==> config.mk <==
export PLATFORM = sky130hd
export DESIGN_NAME = slc_ram
export DESIGN_NICKNAME = d
export VERILOG_FILES = /design/src/hdl/slc_ram.sv
export SDC_FILE = /design/constraint.sdc
export NUM_CORES = 1
export LEC_CHECK = 0
export BUFFER_PORTS_ARGS = -buffer_cell sky130_fd_sc_hd__buf_2
export CAP_MARGIN = 10
export CORE_AREA = 2 2 121 147
export DETAILED_ROUTE_END_ITERATION = 8
export DIE_AREA = 0 0 123 149
export SYNTH_ARGS = -nofsm -noshare
export SYNTH_HDL_FRONTEND = slang
export SYNTH_SLANG_ARGS = --single-unit
==> constraint.sdc <==
create_clock -name clk -period 2.75 [get_ports clk]
set_input_delay 0.1375 -clock clk [delete_from_list [all_inputs] [get_ports clk]]
set_output_delay 0.1375 -clock clk [all_outputs]
set_load 0.01 [all_outputs]
==> src/hdl/slc_ram.sv <==
module slc_ram #(
  parameter int WIDTH = 8,
  parameter int DEPTH = 16
) (
  input  logic                     clk,
  input  logic                     we,
  input  logic [$clog2(DEPTH)-1:0] waddr,
  input  logic [WIDTH-1:0]         wdata,
  input  logic [$clog2(DEPTH)-1:0] raddr,
  output logic [WIDTH-1:0]         rdata
);

  logic [WIDTH-1:0] mem [DEPTH];
  logic [WIDTH-1:0] rdata_r;

  always_ff @(posedge clk) begin
    if (we) begin
      mem[waddr] <= wdata;
    end
    rdata_r <= mem[raddr];
  end

  assign rdata = rdata_r;

endmodule

Word level (Yosys, flattened, before mapping). Memory sizes are Yosys's and may differ from the RTL's. A register that Yosys moved wholly into a read port is not among the register bits. Index checks and enable logic that the tools add are counted.

Register bits after elaboration: 0. Bits in writable memories: 128. Bits of input ports: 18. Output and inout bits: 8. Word-level logic and storage cells: 3. Memories: 1.

Memories: mem (depth 16, width 8, rd ports 1, clocked after memory_dff 1, write ports 1, line 13) `logic [WIDTH-1:0] mem [DEPTH];`.

Muxes and demuxes: 2.

Operators by type and width (count): $mux 1 (2).

Longest topological paths before layout.
Depth in word-level cells: 2. Mapped depth: 5.

Worst setup path after synthesis. Ideal clock, no wire load.

Path kind: input to register. From: in waddr[2]. To: mem mem[0][0], enable pin. Setup time: 383 ps. Arrival time: 1247 ps. Data required time: 2367 ps. Setup slack: 1120 ps. Stages on the path: 2. Cell sequence: or3b_2 > nor3_1.

RTL lines: start, declared (line 7) `input logic [$clog2(DEPTH)-1:0] waddr,`; end, declared (line 13).

Straight into the memory's write port.

==> metrics.txt <==
Max Slew Vio Count=0; final WL=10.0 mm; IO Pins=26; Core ar.=0.0171 sq mm; Metal-1 WL=4.57 mm; critical path arrival=1.70 ns; Reg clk slew, reported paths=0.06 ns; starting DRC count in detailed routing=201; postcts setup bufs=0; vias in the first global route=2507; die height=149 microns; total number of vias=2403; min Tclk post-route=1.42 ns; Reg2Reg Capture Point=rdata[5]; cell area power density=773 mW/mm^2; critical path class=flop to flop; Syn Std Cell Area=0.00515 sq mm; GP Congestion=0.717; detailed route wirelength on metal3=563 microns; setup violators final=0; Num Clock Sinks=136; power share of the combinational group=4.5%; Seq cells post-synth=136; Critical R2R Launch=mem[0][5]; area share of the largest cell type after synthesis=74.7%; quantity of hold-fixing buffers added after cts=0; wire per inst=20.0 microns; first-pass GRT wire length=15.2 mm; Synth Warn #=0; DP HPWL=6.41 mm; Rel. slew slack=38.9%; synthesis-to-layout area growth=18.6%; Final Hold Fails=0; layout cells sized above 1=29.0%; synthesized net count=247; largest net degree at the start of global routing=33; sequential-to-total area share from yosys stat=77.8%; Int Pwr=3.78 mW; top cells by area, synth=edfxtp_1, mux4_2, mux4_1, dfxtp_1, a22oi_1; period utilization=51.5%; Detail Route Antenna Nets=0; Clock power frac=46.1%; setup_tns=0 ns; remaining global-route overflow=0; fillcell total=1596; Final nets=288; Pre-Repair DR Iteration Count=6; post-synth cell types=19; Post-CTS Resized=0; crit path max fanout=1; DR WL met2=4.76 mm; Reg power frac=49.4%; WP data required=3.04 ns; status=complete, no violations; final instance area=0.00611 sq mm; CTS tree=done; r2r setup slk=1.33 ns; Switch Pwr=0.936 mW; Worst setup SP type=flop; drt drc=0; largest area contributor in the netlist=edfxtp_1; Layout Skew=0.00801 ns; RSZ-0062 raised after global routing=no; CTS Buf Count=17; CP Launch Point=mem[0][5]; synthesized area per cell=22.5 sq um; Vias/cell=4.78; DIE AREA=0.0183 sq mm; Clk Latency, worst-skew pair=0.42 ns; initial antenna violation count=0; Cells after Synth=229; Ant. Diodes=0; root buf cell=clkbuf_16; Max Fclk=706 MHz; crit-path cells=mux4_1 > a22oi_1 > nand2_1; htree depth=4; clk buf depth=2; slowest stage delay, CP=0.49 ns; max layer used=met4; Die X=123 microns; slowest CP cell=mux4_1; Row Count=53; Critical Path End Type=flop; leak pwr=2.03 nW; placed inst area=0.00553 sq mm; CP endpoint=rdata[5]; sw frac=19.8%; worst slew pin tran=0.912 ns; Worst VDD drop=0.425 mV; Worst Reg-to-Reg Cells=3; max_cap viols=0; gr usage total=11.9%; min-delay worst type=primary input to flop; port bufs=25; Starting Density=30.1%
stage by stage:
stage / instances / total power [mW] / util, % / hold WS (ns) / worst slack (ns)
6_report: 503 / 4.72 / 35.7 / 0.109 / 1.33
5_1_grt: 503 / 4.87 / 35.7 / 0.117 / 1.26
4_1_cts: 503 / 4.77 / 35.7 / 0.0944 / 1.35
3_5_place_dp: 471 / 2.59 / 32.3 / 0.540 / 0.988
3_3_place_gp: 471 / 2.59 / 32.3 / 0.527 / 1.01
2_1_floorplan: 229 / 2.49 / - / 0.236 / 1.12
worst min-delay path by stage:
stage	from	endpoint	slack, ns	depth (start not counted)
6_report	wdata[6]	mem[11][6]	0.11	1
5_1_grt	wdata[6]	mem[2][6]	0.12	1
4_1_cts	wdata[6]	mem[10][6]	0.09	1
3_5_place_dp	wdata[6]	mem[13][6]	0.54	1
3_3_place_gp	wdata[2]	mem[4][2]	0.53	1
2_1_floorplan	wdata[0]	mem[0][0]	0.24	0
metal layers:
metal	GRT usage, %	up-vias
met5	0	-
met4	5.63	0
met3	3.02	16
met2	17.8	75
met1	16.3	1257
li1	-	1055
cells in the mapped netlist:
| cell | number |
|---|---|
| nand3b_1 | 2 |
| buf_4 | 1 |
| nor2_1 | 13 |
| nand3_1 | 1 |
| mux4_1 | 14 |
| nand2_1 | 9 |
| mux4_2 | 18 |
| edfxtp_1 | 128 |
| nor3_1 | 4 |
| and2_1 | 1 |
| and2b_1 | 1 |
| buf_6 | 3 |
| or3b_2 | 1 |
| nor2b_1 | 1 |
| a22oi_1 | 16 |
| buf_2 | 3 |
| clkdlybuf4s25_2 | 3 |
| dfxtp_1 | 8 |
| nand2b_1 | 2 |
sequential cells by signal, summed over array words and instances (netlist names):
signal and flops:
rdata 8, mem 128
power groups by stage:
| stage | clock (mW) | combinational, mW | sequential (mW) |
|---|---|---|---|
| 6_report | 2.17 | 0.212 | 2.33 |
| 3_5_place_dp | 0 | 0.216 | 2.38 |
| 3_3_place_gp | 0 | 0.211 | 2.37 |
| 4_1_cts | 2.22 | 0.216 | 2.33 |
| 2_1_floorplan | 0 | 0.118 | 2.38 |
| 5_1_grt | 2.30 | 0.232 | 2.34 |
logic make-up after synthesis:
| family | count (synthesis) | share of synthesized area [%] |
|---|---|---|
| buffers and inverters | 10 | 1.68 |
| multiplexers | 32 | 15.0 |
| flip-flops | 136 | 77.8 |
| AO/OA/AOI/OAI | 16 | 2.33 |
| AND/OR/NAND/NOR | 35 | 3.18 |
final cells by class:
class / count / area (sq um) / share of cell area, %
multi-input cells: 83 / 1060 / 17.3
flip-flops and latches: 136 / 4000 / 65.6
clock inverters: 8 / 67.6 / 1.11
repair buffers: 32 / 190 / 3.11
well taps: 220 / 275 / 4.51
clock buffers: 24 / 512 / 8.38
worst max-delay path, delay by kind of cell, from the launching register on:
family / cells / cell delay [ns]
DFF: 1 / 0.38
muxes: 1 / 0.49
and+or+nand+nor: 1 / 0.12
AOI/OAI and AO/OA: 1 / 0.30
cell usage in the layout, fill, tap and decap left out:
master / synthesis / final
clkbuf_8: 0 / 6
clkinv_2: 0 / 6
mux4_2: 18 / 18
and2_1: 1 / 1
nand3b_1: 2 / 2
clkinvlp_4: 0 / 1
buf_12: 0 / 1
nand2b_1: 2 / 2
buf_4: 1 / 6
bufinv_16: 0 / 1
clkbuf_1: 0 / 1
or3b_2: 1 / 1
and2b_1: 1 / 1
nor2b_1: 1 / 1
nand2_1: 9 / 9
nor3_1: 4 / 4
nor2_1: 13 / 13
edfxtp_1: 128 / 128
buf_2: 3 / 25
nand3_1: 1 / 1
dfxtp_1: 8 / 8
clkbuf_16: 0 / 17
mux4_1: 14 / 14
a22oi_1: 16 / 16
Power figures use the tool's default switching activity.
