**src/hdl/slc_pkg.sv**
```systemverilog
package slc_pkg;

  localparam int ADDR_W   = 32;
  localparam int SETS_LOG = 7;
  localparam int SETS     = 1 << SETS_LOG;
  localparam int WAYS     = 4;
  localparam int WAY_W    = (WAYS > 1) ? $clog2(WAYS) : 1;

  localparam int BSL_W     = 4;
  localparam int BSL_MIN   = 2;
  localparam int BSL_MAX   = 12;
  localparam int BSL_RESET = 6;

  localparam int TAG_W     = ADDR_W - BSL_MIN - SETS_LOG;
  localparam int SH_W      = $clog2(ADDR_W);
  localparam int CNT_W     = 32;
  localparam int OUT_WAY_W = 2;

  localparam int CFG_DW    = 32;
  localparam int CFG_AW    = 3;
  localparam int CFG_IDX_W = CFG_AW - 2;
  localparam logic [CFG_IDX_W-1:0] REG_BSL = CFG_IDX_W'(0);

  localparam logic CMD_READ  = 1'b0;
  localparam logic CMD_WRITE = 1'b1;

  typedef struct packed {
    logic [WAYS-1:0][WAY_W-1:0] lru;
    logic [WAYS-1:0]            vld;
    logic [WAYS-1:0][TAG_W-1:0] tag;
  } row_t;

  localparam int ROW_W = $bits(row_t);

  typedef struct packed {
    logic             hit;
    logic [WAY_W-1:0] way;
    row_t             new_row;
  } upd_t;

  function automatic row_t reset_row();
    row_t r;
    r = '0;
    for (int i = 0; i < WAYS; i++) begin
      r.lru[i] = WAY_W'(i);
    end
    return r;
  endfunction

  function automatic logic [BSL_W-1:0] clamp_bsl(input logic [BSL_W-1:0] b);
    logic [BSL_W-1:0] r;
    r = b;
    if (b < BSL_W'(BSL_MIN)) begin
      r = BSL_W'(BSL_MIN);
    end else if (b > BSL_W'(BSL_MAX)) begin
      r = BSL_W'(BSL_MAX);
    end
    return r;
  endfunction

  function automatic logic [CNT_W-1:0] sat_inc(input logic [CNT_W-1:0] v);
    return (v == '1) ? v : v + CNT_W'(1);
  endfunction

endpackage

```
**src/hdl/slc_update.sv**
```systemverilog
module slc_update (
  input  slc_pkg::row_t              row_in,
  input  logic                       row_ok,
  input  logic [slc_pkg::TAG_W-1:0]  tag,
  output slc_pkg::upd_t              upd
);

  slc_pkg::row_t                 row;
  slc_pkg::row_t                 new_row;
  logic                          hit;
  logic                          seen;
  logic [slc_pkg::WAY_W-1:0]     way;

  always_comb begin
    row = row_ok ? row_in : slc_pkg::reset_row();
    hit = 1'b0;
    way = '0;
    for (int w = slc_pkg::WAYS - 1; w >= 0; w--) begin
      if (row.vld[w] && (row.tag[w] == tag)) begin
        hit = 1'b1;
        way = slc_pkg::WAY_W'(w);
      end
    end
    if (!hit) begin
      way = row.lru[0];
      if ({1'b0, way} >= (slc_pkg::WAY_W + 1)'(slc_pkg::WAYS)) begin
        way = '0;
      end
    end

    new_row = row;
    if (!hit) begin
      new_row.tag[way] = tag;
      new_row.vld[way] = 1'b1;
    end

    // move the used way to the newest end, close the gap behind it
    seen = 1'b0;
    for (int i = 0; i < slc_pkg::WAYS - 1; i++) begin
      seen = seen | (row.lru[i] == way);
      if (seen) begin
        new_row.lru[i] = row.lru[i + 1];
      end
    end
    seen = seen | (row.lru[slc_pkg::WAYS - 1] == way);
    if (seen) begin
      new_row.lru[slc_pkg::WAYS - 1] = way;
    end

    upd.hit     = hit;
    upd.way     = way;
    upd.new_row = new_row;
  end

endmodule

```
**config.mk**
```make
export PLATFORM = sky130hd
export DESIGN_NAME = slc_update
export DESIGN_NICKNAME = d
export VERILOG_FILES = /design/src/hdl/slc_pkg.sv /design/src/hdl/slc_update.sv
export SDC_FILE = /design/constraint.sdc
export NUM_CORES = 1
export LEC_CHECK = 0
export CORE_MARGIN = 4
export CORE_UTILIZATION = 42
export DETAILED_ROUTE_END_ITERATION = 7
export DONT_BUFFER_PORTS = 1
export PLACE_DENSITY_LB_ADDON = 0.1
export SYNTH_ARGS = -nofsm -noshare
export SYNTH_HDL_FRONTEND = slang
export SYNTH_SLANG_ARGS = --single-unit
```
**constraint.sdc**
```tcl
create_clock -name vclk -period 4.9
set_clock_uncertainty 0.1 [all_clocks]
set_input_delay 0.49 -clock vclk [all_inputs]
set_output_delay 0.49 -clock vclk [all_outputs]
set_load 0.005 [all_outputs]
```
After elaboration in Yosys (flattened, before gate mapping)
Index checks and enable logic that the tools add are counted. Widths: inputs -> output; s select.

Order comparisons: 2. Eq/ne operators: 8. Multiplexer cells: 20. Bitwise gates (word level): 4. Reductions and logical operators: 5.

Operators with widths (count): $mux 104 (1); $mux 96 (1); $bwmux 92 (1); $eq 23x23->1 (4); $demux 23 s2 (1); $mux 23 (1); $mux 2 (9); $eq 2x2->1 (4); $logic_and 1x1->1 (5); $mux 1 (5); $or 4x4->4 (1); $lt 2x3->1 const B (1); $or 1x1->1 (3); $demux 1 s2 (1); $ge 2x1->1 const B (1).

Flip-flop bits (word level): 0. Input bits: 128. Output and inout bits: 107. Logic and storage cells: 39.

Depth between registers and ports, before layout
Word-level depth: 14. Mapped depth: 13. Gate-level depth less buffers: 10.

Worst setup path before layout
Ideal clock, no wire load.

Path kind: input to output. Start point: input tag[4] (netlist bit). End point: output upd[102] (netlist bit). Arrival: 3330 ps. Data required time: 4310 ps. Path slack: 980 ps. Stages: 11. Path buffers: 1. Cell sequence: buf_6 -> nand2b_1 -> o2111ai_1 -> or4_1 -> or4_1 -> or3_4 -> and3_4 -> or3_4 -> o211a_4 -> a2111o_1 -> o211ai_2.

RTL lines: start, declared (RTL line slc_update.sv:4) `input logic [slc_pkg::TAG_W-1:0] tag,`; end, declared (RTL line slc_update.sv:5) `output slc_pkg::upd_t upd`.

==> summary.txt <==
Route
  – DRT met1 WL: 6921 um
  – WL met2: 8405 um
  – Top sig layer: met4
  – Met3 wire length: 2361 um
  – Via count: 4,908
  – DR iter-0 viols: 476
  – First drt pass iteration count: 6
  – Vias per cell: about 7.4
  – Post-detailed-route wirelength per cell: around 28 um
  – DRC: 0
  – Antenna Nets Post-Route: 0
  – Wirelength, routed: between 15,000 and 20,000 um

Clock tree
  – Post-CTS Setup Inserts: 0
  – CTS resizes: 0
  – Hold buffer count at cts: 0

Power and ir drop
  – Switching power: 0.1597 mW
  – Clock power share: 0%
  – Sw Ratio: 60.50%
  – LEAKAGE: around 1.2 nW
  – Sequential power share: 0%
  – Power Density: 74.59 nW/um^2
  – Pint: 0.1043 mW
  – Combinational power share: 100.0%
  – Peak VDD IR: around 0.026 mV

Worst hold path
  – Hold Crit Class: input port to primary output

Worst setup path
  – Setup Crit Path Kind: input port to primary output
  – Crit-path slowest cell: or4_1
  – Worst Path Max Fanout: 9
  – Startpoint types: input port
  – Worst EP arrival: 3.56 ns
  – Worst path cell trace: inv_1 -> o22ai_1 -> or4_1 -> or4_1 -> or3_4 -> and3_4 -> or3_4 -> o211a_4 -> a2111o_1 -> o211ai_2
  – Worst path required time: 4.31 ns
  – CP max stage delay: 0.59 ns
  – Cell family with most CP delay: simple AND/OR/NAND/NOR gates
  – Critical path capture point type: primary output
  – Buf+Inv Stages, Crit Path: 1

Final layout
  – Fin area: 3540 um^2
  – Most common cell after layout, fill and taps aside: o21ai_0
  – # clk buffers: 0
  – Synth-to-Final Area Change: -0.7021%
  – Sequential cells: 0
  – Fraction of layout cells with a size suffix above 1: 5.160%
  – Most frequent cells in the layout: o21ai_0 (120), nand3_1 (108), nand2_1 (34)
  – Core Util, Final: between 40 and 50%
  – N_diodes: 0
  – Nets@finish: 692
  – FF+latch area: 0 um^2

Logic synthesis
  – Yosys cell types: 64
  – Seq/Total Area, Yosys: 0%
  – Mapped Nets: 734
  – Syn Area/Cell: 5.882 um^2
  – Syn Inst Count: 606
  – Post-Syn Area: approximately 3600 um^2
  – YS warnings: 0

Floorplanning
  – Core area: 8217 um^2
  – DIE WIDTH: 100.1 um
  – Die area: 10,030 um^2
  – Ports: around 240
  – Initial core utilization: approximately 43%
  – Placement Rows: 33
  – Die H: 100.1 um

Place
  – DP Area: 3540 um^2
  – Pre-CTS setup slack: a little under 0.8 ns
  – GPL Wtd Cong: 0.9581
  – DP HPWL: 14,180 um
  – I/O Buffers: 0

Timing
  – Final hold viol count: 0
  – Setup-failing EPs final: 0
  – Slew headroom: 51.01%
  – Final Critical Period: 4.146 ns
  – Final Max Tran Viols: 0
  – Fmax: 241.2 MHz
  – Final period util: 84.62%
  – Actual slew at the worst max-slew pin: about 0.73 ns
  – RSZ-0062 raised after global routing: no
  – Setup WS post-layout: 0.7535 ns
  – Hold_ws: 1.005 ns
  – TNS Setup: 0 ns

Global routing
  – Vias in the first global route: 4,472
  – Overall routing resource usage: 34.63%
  – Total grt overflow: 0
  – Largest net degree at the start of global routing: 169
  – Antenna violations before repair: 1
  – First-pass GRT wire length: 27,010 um

Outcome
  – Status: complete, no violations

Job
  – MaxCap Viol Count: 0
-- final timing paths --
path,from,to,slack (ns),cells after the start
worst max-delay path,tag[9],upd[102],0.75,10
worst min-delay path,row_in[100],upd[102],1.00,2
-- per-stage QoR --
stage | cells | power, mW
after floorplan | 606 | 0.2297
after global placement | 667 | 0.2579
after detailed placement | 667 | 0.2603
after CTS | 667 | 0.2610
after global routing | 667 | 0.2903
final | 667 | 0.2640
-- cells in the mapped netlist, drive strengths merged, types with 6 or more instances --
master | instances | area, um^2
a31oi | 6 | 37.54
nor3 | 8 | 40.04
a21oi | 12 | 60.06
nand3 | 108 | 540.5
inv | 31 | 116.4
nand4 | 13 | 81.33
a32oi | 14 | 122.6
nor4bb | 11 | 110.1
nand2b | 10 | 62.56
nor2b | 10 | 62.56
buf | 9 | 62.56
xor2 | 10 | 87.58
a31o | 6 | 52.55
o22ai | 16 | 100.1
xnor2 | 22 | 192.7
nand2 | 34 | 127.6
nor2 | 21 | 78.83
a2111o | 6 | 67.56
nor4 | 13 | 81.33
o21ai | 120 | 600.6
clkbuf | 45 | 168.9
nand3b | 6 | 45.04
-- area by class of cell --
cell class,instances,area (um^2)
multi-input cells,521,3217
fillers,941,4677
inverters,31,116.4
well taps,105,131.4
repair buffers,10,75.07
-- cell families after synthesis --
family,after synthesis,share of synthesized area (%)
AO/OA/AOI/OAI,225,40.89
XOR/XNOR,32,7.862
buffers and inverters,85,9.758
multiplexers,5,1.439
AND/OR/NAND/NOR,259,40.05
-- power groups by stage --
stage	sequential [mW]	clock, mW	combinational, mW
floorplan	0	0	0.230
global placement	0	0	0.258
detailed placement	0	0	0.260
CTS	0	0	0.261
global route	0	0	0.290
finish	0	0	0.264
-- routing by layer --
layer / vias up / global-route usage [%]
met5: - / 0
met4: 0 / 11.61
met3: 47 / 8.131
met2: 366 / 56.78
met1: 2261 / 44.52
li1: 2234 / -
(Power assumes the default switching activity.)
