--- config.mk ---
export PLATFORM = sky130hd
export DESIGN_NAME = slc_cfg
export DESIGN_NICKNAME = d
export VERILOG_FILES = /design/src/hdl/slc_pkg.sv /design/src/hdl/slc_cfg.sv
export SDC_FILE = /design/constraint.sdc
export NUM_CORES = 1
export LEC_CHECK = 0
export BUFFER_PORTS_ARGS = -buffer_cell sky130_fd_sc_hd__buf_4
export CAP_MARGIN = 30
export CORE_MARGIN = 2
export CORE_UTILIZATION = 24
export DETAILED_ROUTE_END_ITERATION = 6
export GPL_ROUTABILITY_DRIVEN = 0
export GPL_TIMING_DRIVEN = 0
export PLACE_DENSITY = 0.77
export SLEW_MARGIN = 20
export SYNTH_ARGS = -nofsm -noshare
export SYNTH_HDL_FRONTEND = slang
export SYNTH_SLANG_ARGS = --single-unit
export TNS_END_PERCENT = 20
--- constraint.sdc ---
create_clock -name clk -period 0.8 [get_ports clk]
set_input_delay 0.16 -clock clk [delete_from_list [all_inputs] [get_ports clk]]
set_output_delay 0.16 -clock clk [all_outputs]
set_load 0.01 [all_outputs]
--- src/hdl/slc_pkg.sv ---
package slc_pkg;

  localparam int ADDR_W   = 32;
  localparam int SETS_LOG = 7;
  localparam int SETS     = 1 << SETS_LOG;
  localparam int WAYS     = 4;
  localparam int WAY_W    = (WAYS > 1) ? $clog2(WAYS) : 1;

  localparam int BSL_W     = 4;
  localparam int BSL_MIN   = 2;
  localparam int BSL_MAX   = 12;
  localparam int BSL_RESET = 6;

  localparam int TAG_W     = ADDR_W - BSL_MIN - SETS_LOG;
  localparam int SH_W      = $clog2(ADDR_W);
  localparam int CNT_W     = 32;
  localparam int OUT_WAY_W = 2;

  localparam int CFG_DW    = 32;
  localparam int CFG_AW    = 3;
  localparam int CFG_IDX_W = CFG_AW - 2;
  localparam logic [CFG_IDX_W-1:0] REG_BSL = CFG_IDX_W'(0);

  localparam logic CMD_READ  = 1'b0;
  localparam logic CMD_WRITE = 1'b1;

  typedef struct packed {
    logic [WAYS-1:0][WAY_W-1:0] lru;
    logic [WAYS-1:0]            vld;
    logic [WAYS-1:0][TAG_W-1:0] tag;
  } row_t;

  localparam int ROW_W = $bits(row_t);

  typedef struct packed {
    logic             hit;
    logic [WAY_W-1:0] way;
    row_t             new_row;
  } upd_t;

  function automatic row_t reset_row();
    row_t r;
    r = '0;
    for (int i = 0; i < WAYS; i++) begin
      r.lru[i] = WAY_W'(i);
    end
    return r;
  endfunction

  function automatic logic [BSL_W-1:0] clamp_bsl(input logic [BSL_W-1:0] b);
    logic [BSL_W-1:0] r;
    r = b;
    if (b < BSL_W'(BSL_MIN)) begin
      r = BSL_W'(BSL_MIN);
    end else if (b > BSL_W'(BSL_MAX)) begin
      r = BSL_W'(BSL_MAX);
    end
    return r;
  endfunction

  function automatic logic [CNT_W-1:0] sat_inc(input logic [CNT_W-1:0] v);
    return (v == '1) ? v : v + CNT_W'(1);
  endfunction

endpackage

--- src/hdl/slc_cfg.sv ---
module slc_cfg (
  input  logic                        clk,
  input  logic                        rst_n,
  input  logic                        psel,
  input  logic                        penable,
  input  logic                        pwrite,
  input  logic [slc_pkg::CFG_AW-1:0]  paddr,
  input  logic [slc_pkg::CFG_DW-1:0]  pwdata,
  output logic [slc_pkg::CFG_DW-1:0]  prdata,
  output logic                        pready,
  output logic [slc_pkg::BSL_W-1:0]   bsl
);

  logic [slc_pkg::BSL_W-1:0]     bsl_r;
  logic [slc_pkg::CFG_IDX_W-1:0] idx;
  logic                          wr;

  assign idx = paddr[slc_pkg::CFG_AW-1:2];
  assign wr  = psel && penable && pwrite && (idx == slc_pkg::REG_BSL);

  always_ff @(posedge clk) begin
    if (!rst_n) begin
      bsl_r <= slc_pkg::BSL_W'(slc_pkg::BSL_RESET);
    end else if (wr) begin
      bsl_r <= pwdata[slc_pkg::BSL_W-1:0];
    end
  end

  assign prdata = (idx == slc_pkg::REG_BSL) ? slc_pkg::CFG_DW'(bsl_r) : '0;
  assign pready = 1'b1;
  assign bsl    = bsl_r;

endmodule

Word-level counts from Yosys, hierarchy flattened
Index checks and enable logic that the tools add are counted.

Register bits: 4. Input port bits: 40. Output and inout port bits: 37. Logic and storage cells: 6.

Mux-type cells: 1. Bitwise operators: 1. Reduce and logical (&&, ||, !) cells: 3.

Operators by type and width (number): $mux 4 (1); $logic_and 1x1->1 (3); $not 1->1 (1).

Longest topological paths before layout
Gate-level depths: netlist (run 1).

Depth in word-level cells: 3. Depth in mapped cells: 3. Gate-level depth less buffers: 2.

Worst setup path before layout (run 1)
No wires, ideal clock.

Path kind: in2reg. Start: in paddr[2] (netlist name). End: reg bsl_r (netlist bit bsl[0]). Library setup time: 0.072 ns. Data arrival time: 0.661 ns. Data required time: 0.728 ns. Setup slack: 0.068 ns. Stages on the path: 3. Buffers on the path: 1. Cells stage by stage: and4b_1 -> buf_6 -> mux2i_1.

Word-level cells in the longest chain between the ends: 2.

RTL lines: start: declaration (RTL line slc_cfg.sv:7) `input logic [slc_pkg::CFG_AW-1:0] paddr,`; $not 1->1; $logic_and 1x1->1 (RTL line slc_cfg.sv:19) `assign wr = psel && penable && pwrite && (idx == slc_pkg::REG_BSL);`; end signal: assignment (RTL line slc_cfg.sv:23) `bsl_r <= slc_pkg::BSL_W'(slc_pkg::BSL_RESET);`; end signal: assignment (RTL line slc_cfg.sv:25) `bsl_r <= pwdata[slc_pkg::BSL_W-1:0];`; end: declaration (RTL line slc_cfg.sv:14) `logic [slc_pkg::BSL_W-1:0] bsl_r;`.

Every way passes these cells. A chain may end at the register's enable or synchronous reset.

Final worst setup path (run 1)
Start: reg bsl_r (netlist bit bsl[3]). End: out prdata[3] (netlist name).

Word-level cells in the longest chain between the ends: 1.

RTL lines: $mux 4 (RTL line slc_cfg.sv:29) `assign prdata = (idx == slc_pkg::REG_BSL) ? slc_pkg::CFG_DW'(bsl_r) : '0;`; end: declaration (RTL line slc_cfg.sv:9) `output logic [slc_pkg::CFG_DW-1:0] prdata,`.

Every way passes these cells.

==> qor.csv, run 1 <==
metric;value;unit
minimum clock period;1.01;ns
Total Routed Length;943;um
routed vias/inst;3.04;
grt peak-use layer;met2;
Root Driver;clkbuf_4;
Yosys cell types;9;
clock sink count;4;
YS warnings;0;
# DRC;0;
FF-to-FF Start;bsl[2];
sequential cell area fraction in the yosys report;18.1;%
Yosys top cell area share;49.3;%
drt wl/cell;7.31;um
Crit. End Element;primary output;
port bufs;17;
Tcrit/Tclk final;126;%
max_cap viols;0;
R2R Path End;bsl[2];
Die W;46.9;um
# hold bufs at CTS;0;
ant diodes;0;
Final Hold Vio Count;0;
TritonCTS Buffers;3;
violated checks;negative setup slack;
final cell count without fillers;129;
Cell Pwr Density;929;mW/mm^2
Detail Route Antenna Nets;0;
Core Rows;15;
crit-path max FO;2;
DRT iter0 DRCs;1;
synthesized area;442;um^2
Hold Crit Endpoint;bsl[1];
TritonRoute pass-1 iters;2;
syn_area_per_cell;8.33;um^2
Syn-to-layout area delta;79.6;%
# setup viols final;8;
Max Slew Vio Count;0;
die area;0.00220;mm^2
Req. time, crit path;0.64;ns
met2 Use GR;18.1;%
CTS HTree Levels;1;
CTS tree;done;
I/O pin total;77;
layout cell share with drive strength beyond 1;59.6;%
die height;46.9;um
initial antenna violation count;0;
Final Instance Area;793;um^2
Critical Path AT;0.85;ns
hold path cells;3;
pre-CTS setup slack;-0.117;ns
worst r2r path cells;3;
Vias;392;
Max VDD drop;426;uV
Worst Hold Class;input pin to flop;
first-pass GRT wire length;1.43;mm
most frequent cells in the layout;buf_4 (41), conb_1 (29), buf_6 (10);
nets;146;
largest net degree at the start of global routing;9;
Seq cells post-synth;4;
Clock Path Buffers;2;
final worst setup slack;-0.209;ns
RSZ-0062 raised after global routing;yes;
crit path launch type;flop;
gr ovfl total;0;
met1 usage;8.51;%
number of flip-flops in the largest register;4;
most common cell after layout, fill and taps aside;buf_4;
Leak;0.000463;uW
dominant cell type by area after synthesis;buf_4;
core area;0.00173;mm^2
Cells after Synth;53;
hold_sp;pwdata[1];
Placed Area;702;um^2
Cell Count Post-Placement;122;
initial core utilization;25.6;%
status;complete, but fails checks;
GRT met3 Usage;3.46;%
Reg2Reg Setup Slack;0.05;ns
Layout Skew;0;ns
vias in the first global route;357;
Setup TNS;-1.35;ns
FMAX;991;MHz
clock latency on the worst-skew pair;0.23;ns
critical path class;flop to primary output;
Clock transition at path regs;0.04;ns
synth top area cells;buf_4 (49%), dfxtp_1 (18%), mux2i_1 (9.1%);
GRT Total Usage;9.69;%
## synthesized netlist by cell type, drive strengths merged
cell type,count
buf,30
and2b,4
dfxtp,4
mux2i,4
nand2,4
nor2b,4
conb,2
and4b,1
## worst max path at each step
stage	start	end	slack (ns)	cells after the start
floorplan	paddr[2]	bsl[0]	0.07	3
global placement	paddr[2]	bsl[0]	-0.09	4
detailed placement	paddr[2]	bsl[3]	-0.12	4
CTS	bsl[3]	prdata[3]	-0.21	2
global route	bsl[2]	prdata[2]	-0.24	2
finish	bsl[3]	prdata[3]	-0.21	2
## power by group
part,switching [uW],internal (uW),total [uW]
Combinational,117,165,282
Clock,79.1,168,247
Sequential,2.26,206,208
Total,199,538,737
## cell families after synthesis
group	share of synthesized area, %
buf+inv	51.8
simple gates	19.3
mux	9.07
flops	18.1
other cells	1.70
## cell type report
| class | count | area (um^2) |
|---|---|---|
| clock buffers | 3 | 22.5 |
| fillers | 178 | 933 |
| well taps | 25 | 31.3 |
| repair buffers | 21 | 191 |
| multi-input cells | 46 | 234 |
| flip-flops and latches | 4 | 85.1 |
| plain buffers | 30 | 229 |
## layer usage
metal  vias to the layer above  wire [um]
met5                         -          0
met4                         0          0
met3                         0         97
met2                        21        553
met1                       163        292
li1                        208          -
## critical path: stages, from the launching register on
cell and delay, ns:
dfxtp_2 0.31, and2b_2 0.19, buf_6 0.11
## per-stage QoR
stage          utilization [%]  total power (uW)  hold WS, ns
4_1_cts                   45.7               739        0.182
5_1_grt                   45.9               797        0.208
3_5_place_dp              40.7               469        0.426
6_report                  45.9               737        0.188
2_1_floorplan                -               408        0.302
3_3_place_gp              40.7               466        0.421
## what timing repair did
item / 4_1_cts / 5_1_grt
resized for setup: 12 / 1
hold endpoints to repair: 0 / 0
setup buffers: 4 / 0
setup endpoints to repair: 8 / 8
No activity file was read; power rests on OpenSTA's default activity.
==> inputs of run 2 (changes only) <==
--- a/config.mk
+++ b/config.mk
@@ -5,14 +5,18 @@
 export SDC_FILE = /design/constraint.sdc
 export NUM_CORES = 1
 export LEC_CHECK = 0
+export ABC_AREA = 1
 export BUFFER_PORTS_ARGS = -buffer_cell sky130_fd_sc_hd__buf_4
 export CAP_MARGIN = 30
+export CELL_PAD_IN_SITES_DETAIL_PLACEMENT = 1
+export CELL_PAD_IN_SITES_GLOBAL_PLACEMENT = 2
+export CORE_ASPECT_RATIO = 0.6
 export CORE_MARGIN = 2
-export CORE_UTILIZATION = 24
+export CORE_UTILIZATION = 10
 export DETAILED_ROUTE_END_ITERATION = 6
 export GPL_ROUTABILITY_DRIVEN = 0
 export GPL_TIMING_DRIVEN = 0
-export PLACE_DENSITY = 0.77
+export PLACE_DENSITY = 0.81
 export SLEW_MARGIN = 20
 export SYNTH_ARGS = -nofsm -noshare
 export SYNTH_HDL_FRONTEND = slang
==> qor.csv, run 2 <==
metric;value;unit;change
TritonCTS Buffers;3;;unchanged
power share of the combinational group;32.2;%;-6.1 points
Pint;697;uW;+29%
most frequent cells in the layout;buf_4 (44), conb_1 (29), nand2_1 (7);;
Max Slew Vio Count;0;;unchanged
CTS tree;done;;
final worst setup slack;-0.173;ns;+0.0354 ns
Cell Count Post-Placement;171;;+40%
# DRC;0;;unchanged
initial core utilization;10.7;%;-15 points
GRT Total Usage;4.14;%;-5.6 points
die height;56.0;um;+19%
Cell Pwr Density;1120;mW/mm^2;+21%
# fillers;534;;+200%
FF-to-FF Start;bsl[1];;
commonest register cell after synthesis;dfxtp_1;;
# setup viols final;8;;unchanged
first-pass GRT wire length;1.59;mm;+11%
initial antenna violation count;0;;unchanged
Layout Skew;0;ns;unchanged
highest-delay cell along the critical path;dfxtp_2;;
hold_sp;rst_n;;
ant diodes;0;;unchanged
Detail Route Antenna Nets;0;;unchanged
Reg2Reg Setup Slack;0.13;ns;+0.08 ns
Yosys top cell area share;48.3;%;-0.96 points
port bufs;17;;unchanged
Syn-to-layout area delta;88.1;%;
DRT iter0 DRCs;3;;+2
Crit. End Element;primary output;;
sequential power share;22.7;%;-5.5 points
Synth Area in Compound Gates;0;%;unchanged
Yosys cell types;12;;+3
Hold Crit Endpoint;bsl[2];;
Critical Path AT;0.81;ns;-0.04 ns
pre-CTS setup slack;0.00270;ns;+0.120 ns
FMAX;1030;MHz;+3.6%
I/O pin total;77;;unchanged
CP top delay family;flip-flops;;
RSZ-0062 raised after global routing;yes;;
CTS HTree Levels;1;;unchanged
largest family of logic cells by synthesized area;buffers and inverters;;
minimum clock period;0.973;ns;-0.0354 ns
Placed Area;754;um^2;+7.5%
worst r2r path cells;3;;unchanged
Tcrit/Tclk final;122;%;-4.4 points
core area;0.00421;mm^2;+140%
sw frac;26.9;%;-0.092 points
sequential cell area fraction in the yosys report;17.8;%;-0.35 points
post-DP HPWL;964;um;
Vias;448;;+14%
die area;0.00507;mm^2;+130%
most common cell after layout, fill and taps aside;buf_4;;
YS warnings;0;;unchanged
Final Instance Area;847;um^2;+6.8%
synthesized area;450;um^2;+2.0%
violated checks;negative setup slack;;
Clock Path Buffers;2;;unchanged
critical path class;flop to primary output;;
count leader, synth;buf_4;;
hold path cells;2;;-1
clock latency on the worst-skew pair;0.22;ns;about the same
# hold bufs at CTS;0;;unchanged
R2R Path End;bsl[1];;
CP cell instances;inv_2 > nor2_2 > buf_4;;
Total Routed Length;1.15;mm;+22%
Post-Synth XOR/XNOR Area;0;%;unchanged
dominant cell type by area after synthesis;buf_4;;
synth top area cells;buf_4 (48%), dfxtp_1 (18%), inv_1 (6.7%);;
clock sink count;4;;unchanged
Seq cells post-synth;4;;unchanged
Psw;256;uW;+29%
FFs w/ async S/R, synth;0;%;unchanged
Max VDD drop;285;uV;-33%
number of flip-flops in the largest register;4;;unchanged
max_cap viols;0;;unchanged
status;complete, but fails checks;;
TritonRoute pass-1 iters;3;;+1
Worst Hold Class;input pin to flop;;
crit path launch type;flop;;
routed vias/inst;2.53;;-17%
final cell count without fillers;177;;+37%
nets;159;;+8.9%
crit-path max FO;3;;+1
overall power;953;uW;+29%
Root Driver;clkbuf_8;;
vias in the first global route;368;;+3.1%
Req. time, crit path;0.64;ns;about the same
layout cell share with drive strength beyond 1;55.6;%;-4.1 points
Core Rows;18;;+3
Die W;90.6;um;+93%
hold slack;0.161;ns;-0.0269 ns
clock share of power;45.2;%;+12 points
largest net degree at the start of global routing;7;;-2
Leak;0.000508;uW;+9.7%
number of synthesized flops with an enable pin;0;;unchanged
drt wl/cell;6.52;um;-11%
Clock transition at path regs;0.03;ns;about the same
crit-path max cell delay;0.35;ns;+0.04 ns
gr ovfl total;0;;unchanged
Cells after Synth;67;;+26%
Synth Area in Simple Gates;24.7;%;+5.5 points
Adder-Cell Fraction of Synth Area;0;%;unchanged
commonest cells in the netlist;buf_4 (29), inv_1 (8), nor2_1 (8);;
syn_area_per_cell;6.72;um^2;-19%
Final Hold Vio Count;0;;unchanged
count of buffer and inverter cells on the critical path;2;;+1
mux contribution to synthesized area;0;%;-9.1 points
[run 2: layer usage]
| layer | wire length (um) | vias up | global-route usage (%) |
|---|---|---|---|
| met1 | 451 | 188 | 4.22 |
| met5 | 0 | - | 0 |
| met3 | 85 | 5 | 1.49 |
| met2 | 574 | 18 | 6.29 |
| met4 | 42 | 0 | 4.62 |
| li1 | - | 237 | - |
[run 2: area by class of cell]
cell class                      instances  area (um^2)  area share (%)
Buffer                                 29          218            25.7
Multi-Input combinational cell         52          225            26.6
Clock buffer                            3         41.3            4.87
Tap cell                               60         75.1            8.86
Timing Repair Buffer                   20          169            19.9
Sequential cell                         4         85.1            10.0
Inverter                                9         33.8            3.99
[run 2: cell families (layout without fill, tap and decap cells)]
logic type | Yosys count | count (layout)
buffers and inverters | 38 | 61
and+or+nand+nor | 23 | 23
DFF | 4 | 4
other | 2 | 29
[run 2: per-stage QoR]
| step | setup TNS [ns] | utilization (%) |
|---|---|---|
| 3_3_place_gp | 0 | 17.9 |
| 6_report | -1.06 | 20.1 |
| 4_1_cts | -0.810 | 19.1 |
| 3_5_place_dp | 0 | 17.9 |
| 2_1_floorplan | 0 | - |
| 5_1_grt | -1.30 | 20.1 |
[run 2: worst max-delay path by stage]
stage	startpoint	end	slack, ns	depth (start not counted)
CTS	bsl[0]	prdata[0]	-0.17	3
detailed placement	paddr[2]	bsl[2]	0.003	5
floorplan	bsl[0]	prdata[0]	0.06	2
global route	bsl[3]	prdata[3]	-0.21	3
finish	bsl[0]	prdata[0]	-0.17	3
global placement	paddr[2]	bsl[1]	0.01	5
[run 2: power by group through the flow]
stage               registers, uW  clock network, uW  logic [uW]
global placement              217                  0         283
CTS                           216                443         286
detailed placement            217                  0         285
global route                  216                456         336
floorplan                     219                  0         206
finish                        216                430         306
[run 2: timing repair]
| item | in CTS | in global routing |
|---|---|---|
| pin swaps | 0 | 3 |
| buffers inserted | 0 | 3 |
| gates resized for setup | 5 | 8 |
| setup endpoints to repair | 8 | 8 |
==> inputs of run 3 (changes only) <==
--- a/config.mk
+++ b/config.mk
@@ -8,15 +8,15 @@
 export ABC_AREA = 1
 export BUFFER_PORTS_ARGS = -buffer_cell sky130_fd_sc_hd__buf_4
 export CAP_MARGIN = 30
-export CELL_PAD_IN_SITES_DETAIL_PLACEMENT = 1
-export CELL_PAD_IN_SITES_GLOBAL_PLACEMENT = 2
+export CELL_PAD_IN_SITES_DETAIL_PLACEMENT = 0
+export CELL_PAD_IN_SITES_GLOBAL_PLACEMENT = 1
 export CORE_ASPECT_RATIO = 0.6
 export CORE_MARGIN = 2
-export CORE_UTILIZATION = 10
+export CORE_UTILIZATION = 13
 export DETAILED_ROUTE_END_ITERATION = 6
 export GPL_ROUTABILITY_DRIVEN = 0
 export GPL_TIMING_DRIVEN = 0
-export PLACE_DENSITY = 0.81
+export PLACE_DENSITY = 0.75
 export SLEW_MARGIN = 20
 export SYNTH_ARGS = -nofsm -noshare
 export SYNTH_HDL_FRONTEND = slang
==> qor.csv, run 3 (synthesis gave the netlist of run 2 again) <==
metric;value;unit;change
status;complete, but fails checks;;
violated checks;negative setup slack;;
# hold bufs at CTS;0;;unchanged
worst r2r path cells;3;;unchanged
number of flip-flops in the largest register;4;;unchanged
met3 WL;39;um;-54%
DRT iter0 DRCs;5;;+2
Req. time, crit path;0.64;ns;about the same
clock share of power;44.7;%;-0.5 points
CTS tree;done;;
Vias;398;;-11%
Reg2Reg Setup Slack;0.13;ns;about the same
Syn-to-layout area delta;84.2;%;
max_cap viols;0;;unchanged
Top Layer Used;met3;;
vias in the first global route;318;;-14%
Root Driver;clkbuf_8;;
core area;0.00328;mm^2;-22%
layout cell share with drive strength beyond 1;56.5;%;+0.97 points
sequential power share;23.0;%;+0.3 points
Leak;0.000501;uW;-1.3%
gr ovfl total;0;;unchanged
most frequent cells in the layout;buf_4 (41), conb_1 (29), nand2_1 (7);;
Die W;80.0;um;-12%
# setup viols final;8;;unchanged
TritonRoute pass-1 iters;2;;-1
port bufs;17;;unchanged
Pint;695;uW;-0.23%
crit-path max FO;3;;unchanged
TritonCTS Buffers;3;;unchanged
Total Routed Length;887;um;-23%
Clock Path Buffers;2;;unchanged
first-pass GRT wire length;1.30;mm;-18%
Met2 Wirelength;557;um;-3.0%
ant diodes;0;;unchanged
FF-to-FF Start;bsl[0];;
I/O pin total;77;;unchanged
clock latency on the worst-skew pair;0.21;ns;about the same
Core Rows;16;;-2
Crit. End Element;primary output;;
final worst setup slack;-0.157;ns;+0.0169 ns
die height;49.6;um;-11%
R2R Path End;bsl[0];;
Max Slew Vio Count;0;;unchanged
initial core utilization;13.7;%;+3.0 points
crit path to;prdata[2];;
Final Hold Vio Count;0;;unchanged
largest net degree at the start of global routing;7;;unchanged
post-DP HPWL;802;um;-17%
Critical Path AT;0.80;ns;about the same
Tcrit/Tclk final;120;%;-2.1 points
hold slack;0.155;ns;-0.00561 ns
routed vias/inst;2.49;;-1.7%
Layout Skew;0;ns;unchanged
# DRC;0;;unchanged
M1 WL;291;um;-35%
initial antenna violation count;0;;unchanged
sw frac;26.1;%;-0.78 points
clock sink count;4;;unchanged
minimum clock period;0.957;ns;-0.0169 ns
final cell count without fillers;160;;-9.6%
Cell Pwr Density;1130;mW/mm^2;+0.79%
nets;157;;-1.3%
Worst Hold Class;input pin to flop;;
Detail Route Antenna Nets;0;;unchanged
Psw;245;uW;-4.2%
start point of the critical path;bsl[2];;
die area;0.00397;mm^2;-22%
Clock transition at path regs;0.03;ns;about the same
power share of the combinational group;32.3;%;about the same
pre-CTS setup slack;-0.0122;ns;-0.0149 ns
critical path class;flop to primary output;;
crit path launch type;flop;;
Max VDD drop;284;uV;-0.23%
GRT Total Usage;4.63;%;+0.49 points
CTS HTree Levels;1;;unchanged
FMAX;1050;MHz;+1.8%
overall power;940;uW;-1.3%
RSZ-0062 raised after global routing;yes;;
most common cell after layout, fill and taps aside;buf_4;;
drt wl/cell;5.54;um;-15%
Cell Count Post-Placement;156;;-8.8%
==> run 3: changes by cell type in the layout (fill, tap and decap cells not counted), sizes merged <==
cell  change
buf       -2
==> run 3: metal layers <==
layer | global-route usage (%) | vias up
met5 | 0 | -
met1 | 4.31 | 158
met3 | 1.65 | 0
met2 | 7.50 | 8
li1 | - | 232
met4 | 5.08 | 0
==> run 3: worst max-delay path, stage by stage (launching register included) <==
cell,delay [ns]
dfxtp_2,0.34
inv_2,0.05
nor2_4,0.09
buf_6,0.10
==> run 3: metrics by stage <==
step                TNS (ns)  area [um^2]  util, %
floorplan                  0          552        -
global placement    -0.00693          736     22.4
detailed placement   -0.0130          736     22.4
CTS                   -0.853          806     24.5
global route          -0.994          830     25.3
finish                -0.745          830     25.3
==> run 3: how the worst min path moves through the flow <==
stage	to	start	cells after the start	slack, ns
floorplan	bsl[1]	rst_n	1	0.24
global placement	bsl[2]	pwdata[2]	3	0.37
detailed placement	bsl[2]	pwdata[2]	3	0.38
CTS	bsl[2]	pwdata[2]	3	0.15
global route	bsl[1]	rst_n	2	0.18
finish	bsl[2]	pwdata[2]	3	0.16
==> run 3: timing repair <==
item	4_1_cts	5_1_grt
setup buffers	1	0
pin swaps	1	2
setup endpoints to repair	8	8
resized for setup	10	8
==> run 3: power groups by stage <==
stage          registers, uW  clock network, uW  logic [uW]
6_report                 216                420         304
2_1_floorplan            219                  0         206
3_3_place_gp             216                  0         282
5_1_grt                  217                451         331
3_5_place_dp             216                  0         282
4_1_cts                  215                429         291
==> run 3: final cells by class <==
type,instances,area [um^2]
fill,379,2450
sequential,4,85.1
clock buffer,3,41.3
timing repair buffer,18,158
tap,45,56.3
buffer,29,218
multi-input combinational,52,238
inverter,9,33.8
